## config.mk

```make
export PLATFORM = sky130hd
export DESIGN_NAME = string_hash_bucket_index_top
export DESIGN_NICKNAME = d
export VERILOG_FILES = /design/src/rtl/shbi_pkg.sv /design/src/rtl/shbi_front.sv /design/src/rtl/shbi_queue.sv /design/src/rtl/shbi_back.sv /design/src/rtl/string_hash_bucket_index_top.sv
export SDC_FILE = /design/constraint.sdc
export NUM_CORES = 2
export LEC_CHECK = 0
export ABC_AREA = 0
export BUFFER_PORTS_ARGS = -buffer_cell sky130_fd_sc_hd__buf_2
export CAP_MARGIN = 0
export CORE_MARGIN = 2
export CORE_UTILIZATION = 55
export CTS_CLUSTER_DIAMETER = 150
export CTS_CLUSTER_SIZE = 40
export DETAILED_ROUTE_END_ITERATION = 6
export HOLD_SLACK_MARGIN = 0.1
export PLACE_DENSITY = 0.71
export SLEW_MARGIN = 20
export SYNTH_ARGS = -nofsm -noshare
export SYNTH_HDL_FRONTEND = slang
export SYNTH_SLANG_ARGS = --single-unit
```

## constraint.sdc

```tcl
create_clock -name aclk -period 15.7 [get_ports aclk]
set_clock_uncertainty 0.2 [all_clocks]
set_input_delay 3.14 -clock aclk [delete_from_list [all_inputs] [get_ports aclk]]
set_output_delay 3.14 -clock aclk [all_outputs]
set_load 0.1 [all_outputs]
```

## src/rtl/shbi_pkg.sv

```systemverilog
// shared constants and types for the string hash bucket index block
package shbi_pkg;

    localparam int HASH_W     = 64;
    localparam int HALF_W     = 32;
    localparam int BYTE_W     = 8;
    localparam int BCOUNT_W   = 31;
    localparam int HASH_SHIFT = 15;
    localparam int DIV_STEPS  = HASH_W;
    localparam int STEP_CNT_W = $clog2(DIV_STEPS);

    localparam logic [HASH_W-1:0]   HASH_SEED    = 64'd5381;
    localparam logic [HALF_W-1:0]   HASH_MULT    = 32'h5bd1e995;
    localparam logic [BCOUNT_W-1:0] BCOUNT_RESET = 31'd1024;

    // front to queue write side
    typedef struct packed {
        logic              push;
        logic [HASH_W-1:0] hash;
    } shbi_push_t;

endpackage

```

## src/rtl/shbi_front.sv

```systemverilog
// front end: accepts key bytes and mixes them into the running hash
module shbi_front (
    input  logic                          aclk,
    input  logic                          aresetn,
    input  logic                          s_tvalid,
    output logic                          s_tready,
    input  logic [shbi_pkg::BYTE_W-1:0]   s_key_byte,
    input  logic                          s_last_byte,
    input  logic                          s_empty_key,
    input  logic                          q_full,
    output shbi_pkg::shbi_push_t          q_wr
);
    import shbi_pkg::*;

    typedef enum logic {
        F_IDLE,
        F_MIX
    } front_state_t;

    front_state_t        state_reg, state_next;
    logic [HASH_W-1:0]   hash_reg, hash_next;
    logic [HASH_W-1:0]   prod_lo_reg, prod_lo_next;
    logic                last_reg, last_next;

    logic                accept;
    logic [HASH_W-1:0]   byte_sext;
    logic [HASH_W-1:0]   hash_xor;
    logic [HALF_W-1:0]   prod_hi;
    logic [HASH_W-1:0]   prod_sum;
    logic [HASH_W-1:0]   mixed;

    assign s_tready  = (state_reg == F_IDLE) && !q_full;
    assign accept    = s_tvalid && s_tready;
    assign byte_sext = {{(HASH_W-BYTE_W){s_key_byte[BYTE_W-1]}}, s_key_byte};
    assign hash_xor  = hash_reg ^ byte_sext;

    // upper half product only matters mod 2^64, so keep its low 32 bits
    assign prod_hi   = hash_reg[HASH_W-1:HALF_W] * HASH_MULT;
    assign prod_sum  = prod_lo_reg + {prod_hi, {HALF_W{1'b0}}};
    assign mixed     = prod_sum ^ (prod_sum >> HASH_SHIFT);

    always_comb begin
        state_next   = state_reg;
        hash_next    = hash_reg;
        prod_lo_next = prod_lo_reg;
        last_next    = last_reg;
        q_wr.push    = 1'b0;
        q_wr.hash    = hash_reg;
        unique case (state_reg)
            F_IDLE: begin
                if (accept) begin
                    if (s_empty_key) begin
                        // empty key reduces the hash as it stands
                        q_wr.push = 1'b1;
                        hash_next = HASH_SEED;
                    end else begin
                        hash_next    = hash_xor;
                        prod_lo_next = HASH_W'(hash_xor[HALF_W-1:0]) * HASH_W'(HASH_MULT);
                        last_next    = s_last_byte;
                        state_next   = F_MIX;
                    end
                end
            end
            F_MIX: begin
                state_next = F_IDLE;
                if (last_reg) begin
                    q_wr.push = 1'b1;
                    q_wr.hash = mixed;
                    hash_next = HASH_SEED;
                end else begin
                    hash_next = mixed;
                end
            end
            default: state_next = F_IDLE;
        endcase
    end

    always_ff @(posedge aclk) begin
        if (!aresetn) begin
            state_reg <= F_IDLE;
            hash_reg  <= HASH_SEED;
            last_reg  <= 1'b0;
        end else begin
            state_reg <= state_next;
            hash_reg  <= hash_next;
            last_reg  <= last_next;
        end
        prod_lo_reg <= prod_lo_next;
    end

endmodule

```

## src/rtl/shbi_queue.sv

```systemverilog
// two-entry queue of finished hashes between front and back
module shbi_queue (
    input  logic                          aclk,
    input  logic                          aresetn,
    input  shbi_pkg::shbi_push_t          q_wr,
    output logic                          q_full,
    input  logic                          q_pop,
    output logic                          q_valid,
    output logic [shbi_pkg::HASH_W-1:0]   q_data
);
    import shbi_pkg::*;

    logic [HASH_W-1:0] mem [2];
    logic              wr_ptr_reg, wr_ptr_next;
    logic              rd_ptr_reg, rd_ptr_next;
    logic [1:0]        count_reg, count_next;

    assign q_full  = (count_reg == 2'd2);
    assign q_valid = (count_reg != 2'd0);
    assign q_data  = mem[rd_ptr_reg];

    always_comb begin
        wr_ptr_next = wr_ptr_reg ^ q_wr.push;
        rd_ptr_next = rd_ptr_reg ^ q_pop;
        count_next  = count_reg + 2'(q_wr.push) - 2'(q_pop);
    end

    always_ff @(posedge aclk) begin
        if (!aresetn) begin
            wr_ptr_reg <= 1'b0;
            rd_ptr_reg <= 1'b0;
            count_reg  <= 2'd0;
        end else begin
            wr_ptr_reg <= wr_ptr_next;
            rd_ptr_reg <= rd_ptr_next;
            count_reg  <= count_next;
        end
    end

    always_ff @(posedge aclk) begin
        if (q_wr.push) begin
            mem[wr_ptr_reg] <= q_wr.hash;
        end
    end

`ifndef NO_ASSERTIONS
    a_no_overflow: assert property (@(posedge aclk) disable iff (!aresetn)
        q_full |-> !q_wr.push)
        else $error("push into full queue");
    a_no_underflow: assert property (@(posedge aclk) disable iff (!aresetn)
        q_pop |-> q_valid)
        else $error("pop from empty queue");
    a_count_range: assert property (@(posedge aclk) disable iff (!aresetn)
        count_reg != 2'd3)
        else $error("queue count out of range");
    a_count_track: assert property (@(posedge aclk) disable iff (!aresetn)
        (q_wr.push && !q_pop) |=> (count_reg == $past(count_reg) + 2'd1))
        else $error("queue count missed a push");
`endif

endmodule

```

## src/rtl/shbi_back.sv

```systemverilog
// back end: reduces each hash modulo the bucket count, one quotient bit per cycle
module shbi_back (
    input  logic                            aclk,
    input  logic                            aresetn,
    input  logic [shbi_pkg::BCOUNT_W-1:0]   bucket_count,
    input  logic                            q_valid,
    input  logic [shbi_pkg::HASH_W-1:0]     q_data,
    output logic                            q_pop,
    output logic                            m_tvalid,
    input  logic                            m_tready,
    output logic [shbi_pkg::BCOUNT_W-1:0]   m_bucket_index
);
    import shbi_pkg::*;

    typedef enum logic [1:0] {
        B_IDLE,
        B_DIV,
        B_HOLD
    } back_state_t;

    back_state_t           state_reg, state_next;
    logic [HASH_W-1:0]     dividend_reg, dividend_next;
    logic [BCOUNT_W-1:0]   rem_reg, rem_next;
    logic [STEP_CNT_W-1:0] step_reg, step_next;
    logic                  out_valid_reg, out_valid_next;
    logic [BCOUNT_W-1:0]   out_data_reg, out_data_next;

    logic [BCOUNT_W:0]     shifted;
    logic [BCOUNT_W:0]     diff;
    logic                  out_free;

    assign shifted  = {rem_reg, dividend_reg[HASH_W-1]};
    assign diff     = shifted - {1'b0, bucket_count};
    assign out_free = !out_valid_reg || m_tready;
    assign q_pop    = (state_reg == B_IDLE) && q_valid;

    assign m_tvalid       = out_valid_reg;
    assign m_bucket_index = out_data_reg;

    always_comb begin
        state_next     = state_reg;
        dividend_next  = dividend_reg;
        rem_next       = rem_reg;
        step_next      = step_reg;
        out_valid_next = out_valid_reg && !m_tready;
        out_data_next  = out_data_reg;
        unique case (state_reg)
            B_IDLE: begin
                if (q_valid) begin
                    dividend_next = q_data;
                    rem_next      = '0;
                    step_next     = '0;
                    state_next    = B_DIV;
                end
            end
            B_DIV: begin
                // restoring step; remainder stays below a nonzero divisor
                if (shifted >= {1'b0, bucket_count}) begin
                    rem_next = diff[BCOUNT_W-1:0];
                end else begin
                    rem_next = shifted[BCOUNT_W-1:0];
                end
                dividend_next = dividend_reg << 1;
                step_next     = step_reg + 1'b1;
                if (step_reg == STEP_CNT_W'(DIV_STEPS - 1)) begin
                    state_next = B_HOLD;
                end
            end
            B_HOLD: begin
                if (out_free) begin
                    out_valid_next = 1'b1;
                    out_data_next  = (bucket_count == '0) ? '0 : rem_reg;
                    state_next     = B_IDLE;
                end
            end
            default: state_next = B_IDLE;
        endcase
    end

    always_ff @(posedge aclk) begin
        if (!aresetn) begin
            state_reg     <= B_IDLE;
            step_reg      <= '0;
            out_valid_reg <= 1'b0;
        end else begin
            state_reg     <= state_next;
            step_reg      <= step_next;
            out_valid_reg <= out_valid_next;
        end
        dividend_reg <= dividend_next;
        rem_reg      <= rem_next;
        out_data_reg <= out_data_next;
    end

`ifndef NO_ASSERTIONS
    a_rem_bound: assert property (@(posedge aclk) disable iff (!aresetn)
        (state_reg == B_HOLD && bucket_count != '0) |-> (rem_reg < bucket_count))
        else $error("remainder not below bucket count");
    a_pop_starts_div: assert property (@(posedge aclk) disable iff (!aresetn)
        q_pop |=> (state_reg == B_DIV && step_reg == '0))
        else $error("pop did not start a division");
    a_load_when_free: assert property (@(posedge aclk) disable iff (!aresetn)
        (out_valid_reg && !m_tready) |=> (out_valid_reg && $stable(out_data_reg)))
        else $error("held result was overwritten");
`endif

endmodule

```

## src/rtl/string_hash_bucket_index_top.sv

```systemverilog
// String hash bucket index: streams key bytes in, returns one bucket index per key.
//
// Input channel (s_): one key byte per transfer in s_tdata, s_tlast marks the final
// byte of a key, s_tuser marks an empty key (byte ignored, current hash reduced).
// Output channel (m_): one bucket index per finished key, in key order.
// Configuration: cfg_we with cfg_wdata loads the bucket count (reset value 1024);
// write it only while no key is in flight. A count of zero yields index 0.
// The front end takes a new byte only after it has finished mixing the previous one
// in its two-step 64x32 multiply, and not while the queue is full. Each key then passes
// through the bit-serial remainder unit in the back end (64 steps plus load and hand-off);
// a two-entry queue lets the front keep mixing the next key meanwhile.
// From the last byte's transfer to m_tvalid a key passes the mix state, the queue, the
// load, the division steps and the hold state; an empty key skips the mix state.
// Reset (aresetn low, synchronous) reloads the hash seed 5381 and the default
// bucket count and drops any queued or pending result.
// When the receiver stalls the result holds in the output register, the back end
// waits and the queue fills, after which s_tready drops.
module string_hash_bucket_index_top (
    input  logic                          aclk,
    input  logic                          aresetn,
    input  logic                          cfg_we,
    input  logic [shbi_pkg::BCOUNT_W-1:0] cfg_wdata,   // bucket_count
    input  logic                          s_tvalid,
    output logic                          s_tready,
    input  logic [7:0]                    s_tdata,     // key_byte
    input  logic                          s_tlast,     // last_byte
    input  logic                          s_tuser,     // empty_key
    output logic                          m_tvalid,
    input  logic                          m_tready,
    output logic [31:0]                   m_tdata      // bucket_index, bit 31 zero
);
    import shbi_pkg::*;

    logic [BCOUNT_W-1:0] bucket_count_reg, bucket_count_next;
    shbi_push_t          q_wr;
    logic                q_full;
    logic                q_pop;
    logic                q_valid;
    logic [HASH_W-1:0]   q_data;
    logic [BCOUNT_W-1:0] bucket_index;

    assign bucket_count_next = cfg_we ? cfg_wdata : bucket_count_reg;

    always_ff @(posedge aclk) begin
        if (!aresetn) begin
            bucket_count_reg <= BCOUNT_RESET;
        end else begin
            bucket_count_reg <= bucket_count_next;
        end
    end

    shbi_front u_front (
        .aclk        (aclk),
        .aresetn     (aresetn),
        .s_tvalid    (s_tvalid),
        .s_tready    (s_tready),
        .s_key_byte  (s_tdata),
        .s_last_byte (s_tlast),
        .s_empty_key (s_tuser),
        .q_full      (q_full),
        .q_wr        (q_wr)
    );

    shbi_queue u_queue (
        .aclk    (aclk),
        .aresetn (aresetn),
        .q_wr    (q_wr),
        .q_full  (q_full),
        .q_pop   (q_pop),
        .q_valid (q_valid),
        .q_data  (q_data)
    );

    shbi_back u_back (
        .aclk           (aclk),
        .aresetn        (aresetn),
        .bucket_count   (bucket_count_reg),
        .q_valid        (q_valid),
        .q_data         (q_data),
        .q_pop          (q_pop),
        .m_tvalid       (m_tvalid),
        .m_tready       (m_tready),
        .m_bucket_index (bucket_index)
    );

    assign m_tdata = {1'b0, bucket_index};

endmodule

```

# Yosys cells after proc, flatten, opt, wreduce, memory -nomap -nowiden

Memories as Yosys holds them, arrays and structs flattened. A register that Yosys moved wholly into a read port is not among the register bits.
Index checks and enable logic that the tools add are counted.

Output and inout bits: 34
Memories: 1
Input port bits: 46
Flip-flop bits (word level): 299
Logic and storage cells: 81
RAM bits: 128

Memory list:

| memory      | words | bits a word | rd ports | clocked after memory_dff | wr ports | RTL line         | source |
|---|---|---|---|---|---|---|---|
| u_queue.mem | 2     | 64          | 1        | 1                        | 1        | shbi_queue.sv:13 | `logic [HASH_W-1:0] mem [2];` |

Multiplexer cells: 28
Add/sub/neg operators: 5
$lt $le $gt $ge: 1
Multiply operators: 2
Bitwise operators: 6
Reduce and logical (&&, ||, !) cells: 16
Equality and inequality tests: 8

Operators by type and width:

| operator               | number |
|---|---|
| $mux 64                | 5 |
| $pmux 64 s2            | 2 |
| $mux 65                | 1 |
| $add 63x64->64         | 1 |
| $xor 64x49->64         | 1 |
| $xor 64x64->64         | 1 |
| $mul 32x31->63 const B | 1 |
| $mux 31                | 2 |
| $pmux 31 s2            | 1 |
| $ge 32x31->1           | 1 |
| $mul 32x31->32 const B | 1 |
| $logic_not 31->1       | 1 |
| $sub 31x31->31         | 1 |
| $pmux 6 s2             | 1 |
| $mux 1                 | 9 |
| $ne 2x1->1 const B     | 4 |
| $add 6x1->6 const B    | 1 |
| $eq 6x6->1 const B     | 1 |
| $mux 2                 | 3 |
| $mux 6                 | 1 |
| $pmux 2 s3             | 1 |
| $reduce_and 3->1       | 2 |
| $eq 2x2->1 const B     | 2 |
| $logic_and 1x1->1      | 4 |
| other kinds (11)       | 18 |

# Logic depth before layout (Yosys ltp)

Word-level depth: 8
Mapped depth: 35
Gate-level depth less buffers: 35

# Hierarchy

A second synthesis with hierarchy kept.

Cell total of the unflattened synthesis: 4818
Area, all modules: 48596.6 um^2

Modules (own cells, without submodules):

| module                       | area each (um^2) | instances | cells each | seq. area each (um^2) |
|---|---|---|---|---|
| shbi_front                   | 34743.3          | 1         | 3702       | 3213.1 |
| shbi_back                    | 7479.7           | 1         | 794        | 3963.8 |
| shbi_queue                   | 5157.4           | 1         | 220        | 3943.8 |
| string_hash_bucket_index_top | 1216.2           | 1         | 102        | 620.6 |

# Worst setup path after synthesis

Ideal clock, no wire load.

Kind: input port to flip-flop
From: input port s_tdata[7]
To: register u_front.prod_lo_reg[60] (data pin)
Required time: 15.241 ns
Cell stages on the path: 28
Library setup time: 0.259 ns
Path buffers: 4
Arrival: 10.968 ns
Path slack: 4.273 ns
Cell sequence: clkbuf_1 buf_1 clkbuf_1 xor2_1 inv_1 fa_1 inv_1 ha_1 fa_1 fa_1 inv_1 fa_1 inv_1 fa_1 fa_1 ha_1 ha_1 clkbuf_1 a21o_1 a21o_1 a21oi_1 a21oi_1 inv_1 a211o_1 o221a_2 o21ai_1 nor4b_1 a211o_1

Longest elaborated chain between the ends: 2

Ends and longest elaborated chain:

| item                 | RTL line                           | source |
|---|---|---|
| from (decl)          | string_hash_bucket_index_top.sv:25 | `input logic [7:0] s_tdata,` |
| $xor 64x64->64       | shbi_front.sv:35                   | `assign hash_xor = hash_reg ^ byte_sext;` |
| $mul 32x31->63       | shbi_front.sv:58                   | `prod_lo_next = HASH_W'(hash_xor[HALF_W-1:0]) * HASH_W'(HASH_MULT);` |
| to (signal assigned) | shbi_front.sv:88                   | `prod_lo_reg <= prod_lo_next;` |
| to (decl)            | shbi_front.sv:22                   | `logic [HASH_W-1:0] prod_lo_reg, prod_lo_next;` |

Every way passes these cells.
A chain may end at the register's enable or synchronous reset.

# Worst setup path in the final report

From: input port s_tdata[7]
To: register u_front.prod_lo_reg[62] (data pin)

The elaborated chain is that of the path after synthesis.

==> impl_metrics.env <==
export IMPL_run_status="finished with violations"
export IMPL_violations="DRC"
export IMPL_ys_types=75
export IMPL_setup_violations=0
export IMPL_critPathMostFrequentCell="fa_1"
export IMPL_portBuffers=78
export IMPL_use_met1_pct=39.4
export IMPL_rows=108
export IMPL_rsz0062_at_grt="false"
export IMPL_ios=80
export IMPL_critical_path_required_ns=15.80
export IMPL_cts_tree="done"
export IMPL_async_flop_share_pct=0
export IMPL_tightest_slew_ns=1.00
export IMPL_critical_path_class="input pin to flip-flop"
export IMPL_ys_seq_elements=428
export IMPL_fp_dieArea_um2=89500
export IMPL_grt_first_pass_wirelength_mm=186
export IMPL_synth_edf_count=317
export IMPL_placed_cell_area_um2=49900
export IMPL_syn_area_um2=47900
export IMPL_use_met3_pct=2.46
export IMPL_die_w_um=299
export IMPL_worst_slack_ns=4.33
export IMPL_largest_reg_flops=128
export IMPL_gp_congestion=0.981
export IMPL_clk_pin_slew_ns=0.14
export IMPL_synthFlopType="edfxtp_1"
export IMPL_finish_instance_area_um2=50400
export IMPL_drive_gt1_share_pct=4.78
export IMPL_dp_final_hpwl_mm=96.8
export IMPL_core_area_um2=86500
export IMPL_nNetsFinal=6021
export IMPL_syn_nets=5963
export IMPL_maxCapViolCount=0
export IMPL_final_setup_tns_ns=0
export IMPL_critPathLaunchType="input pin"
export IMPL_wl_per_cell_um=20.2
export IMPL_postCtsResizedCells=0
export IMPL_cts_root_buf="clkbuf_16"
export IMPL_cp_top_family="adder cells"
export IMPL_avgSynthCellArea_um2=10.4
export IMPL_start_util_pct=55.4
export IMPL_cts_buffers=14
export IMPL_grt_busiest_layer="met2"
export IMPL_yosys_warnings=0
export IMPL_gr_total_overflow=0
export IMPL_diodes=0
export IMPL_place_ws_ns=3.52
export IMPL_max_stage_delay_ns=0.67
export IMPL_cts_max_path_buffers=3
export IMPL_syn_to_final_growth_pct=5.21
export IMPL_grtUsageTotal_pct=26.8
export IMPL_hp_class="flip-flop to flip-flop"
export IMPL_grt_pass1_vias=32500
export IMPL_finalCritPeriodShare_pct=72.4
export IMPL_period_minus_slack_ns=11.37
export IMPL_timing_fmax_mhz=87.9
export IMPL_vias_per_cell=5.49
export IMPL_seq_area_frac_synth_pct=24.5
export IMPL_remaining_drc_errors=1
export IMPL_slew_headroom_pct=33.3
export IMPL_worstPathArrival_ns=11.47
export IMPL_dr_total_vias=32100
export IMPL_ctsHoldBuffers=0
export IMPL_grt_use_met2_pct=43.6
export IMPL_path_max_fanout=16
export IMPL_drtIter0Drc=2476
export IMPL_postCtsSetupRepairBufs=0
export IMPL_slowest_stage="xor2_2"
export IMPL_firstDrtPassIters=7
export IMPL_crit_buf_inv=5
export IMPL_clock_latency_ns=0.55
export IMPL_h_tree_depth=1
export IMPL_cts_sinks=428
export IMPL_postSynthCellCount=4622
export IMPL_grt_max_degree=88
export IMPL_hold_viol_final=0
export IMPL_drv_slew=0
export IMPL_finalWirelength_mm=118
export IMPL_die_y_um=299
export IMPL_antenna_found_initial=0
export IMPL_ant_nets=0
export IMPL_end_kind="flip-flop"
## logic make-up after synthesis
family,count (synthesis),synth area share (%)
adders and majority gates,1295,43.4
DFF,428,24.5
other,1,0.00783
and+or+nand+nor,683,6.70
AOI/OAI and AO/OA,658,8.73
xor gates and xnor gates,254,4.70
buffers and inverters,1174,9.22
muxes,129,2.74
## synthesized netlist by cell type, types with 12 or more instances
| master | instances | area share (%) |
|---|---|---|
| nand4_1 | 24 | 0.31 |
| nand2b_1 | 20 | 0.26 |
| o21a_1 | 12 | 0.19 |
| a22oi_1 | 25 | 0.39 |
| clkbuf_1 | 92 | 0.72 |
| a31oi_1 | 17 | 0.22 |
| mux2i_1 | 113 | 2.4 |
| nor4_1 | 14 | 0.18 |
| and2_1 | 15 | 0.20 |
| nor3_1 | 43 | 0.45 |
| fa_1 | 610 | 25 |
| o21ai_0 | 197 | 2.1 |
| nand3_1 | 33 | 0.34 |
| ha_1 | 685 | 18 |
| xnor2_1 | 146 | 2.7 |
| a21o_1 | 82 | 1.3 |
| and3_1 | 23 | 0.30 |
| nor2_1 | 195 | 1.5 |
| xor2_1 | 106 | 1.9 |
| nor2b_1 | 68 | 0.89 |
| a21oi_1 | 152 | 1.6 |
| edfxtp_1 | 317 | 20 |
| mux2_2 | 16 | 0.38 |
| inv_1 | 1067 | 8.4 |
| o21bai_1 | 16 | 0.25 |
| o22ai_1 | 15 | 0.20 |
| dfxtp_1 | 111 | 4.6 |
| nand2_1 | 212 | 1.7 |
| a211oi_1 | 26 | 0.41 |
## worst reg2reg max path, delay by kind of cell, from the launching register on
family                   cells  cell delay, ns
AO/OA/AOI/OAI                9            2.17
AND/OR/NAND/NOR              2            0.42
buffers and inverters        8            0.70
flip-flops                   1            0.85
XOR/XNOR                     2            0.67
adder cells (fa/ha/maj)     10            4.46
## layer usage
layer	routed length [um]	vias up
li1	-	15100
met1	53700	15900
met2	54800	916
met3	6660	139
met4	2670	0
met5	0	-
## cell type report
type | count | area (um^2)
fillers | 7467 | 36100
well taps | 1155 | 1450
flip-flops and latches | 428 | 11700
multi-input cells | 3020 | 31800
clock inverters | 1 | 16.3
repair buffers | 149 | 943
clock buffers | 23 | 405
inverters | 1067 | 4010
## metrics by stage
| stage | cells | utilization [%] | hold slack [ns] |
|---|---|---|---|
| after global placement | 5818 | 57.7 | 0.284 |
| after floorplan | 4622 | - | 0.262 |
| after detailed placement | 5818 | 57.7 | 0.290 |
| after global routing | 5843 | 58.3 | 0.353 |
| final | 5843 | 58.3 | 0.316 |
| after CTS | 5842 | 58.2 | 0.319 |
## final timing paths
kind	end	slack (ns)	startpoint	cells past startpoint
setup / recovery	u_front.prod_lo_reg[62]$_DFFE_PP_	4.33	s_tdata[7]	25
hold / removal	u_back.step_reg[1]$_SDFFE_PN0P_	0.32	u_back.step_reg[1]$_SDFFE_PN0P_	2
hold reg to reg	u_back.step_reg[1]$_SDFFE_PN0P_	0.32	u_back.step_reg[1]$_SDFFE_PN0P_	2
setup reg to reg	u_queue.mem[1][47]$_DFFE_PP_	5.99	u_front.hash_reg[40]$_SDFFE_PN0P_	31
## placed cells by master, fill, tap and decap left out, types with 23 or more instances in the layout
cell      instances
fa_1            610
nand2_1         211
nor2b_1          65
buf_4            70
dfxtp_1         110
xor2_1          104
ha_1            683
and3_1           23
edfxtp_1        317
inv_1          1066
nand3_1          33
nor3_1           43
nand4_1          24
o21ai_0         197
nor2_1          191
a22oi_1          25
mux2i_1         113
xnor2_1         146
buf_2            78
a21oi_1         151
a21o_1           82
a211oi_1         26
Power is not shown: default switching activity piles up to over one toggle a cycle in this logic, so the estimate is an artifact.
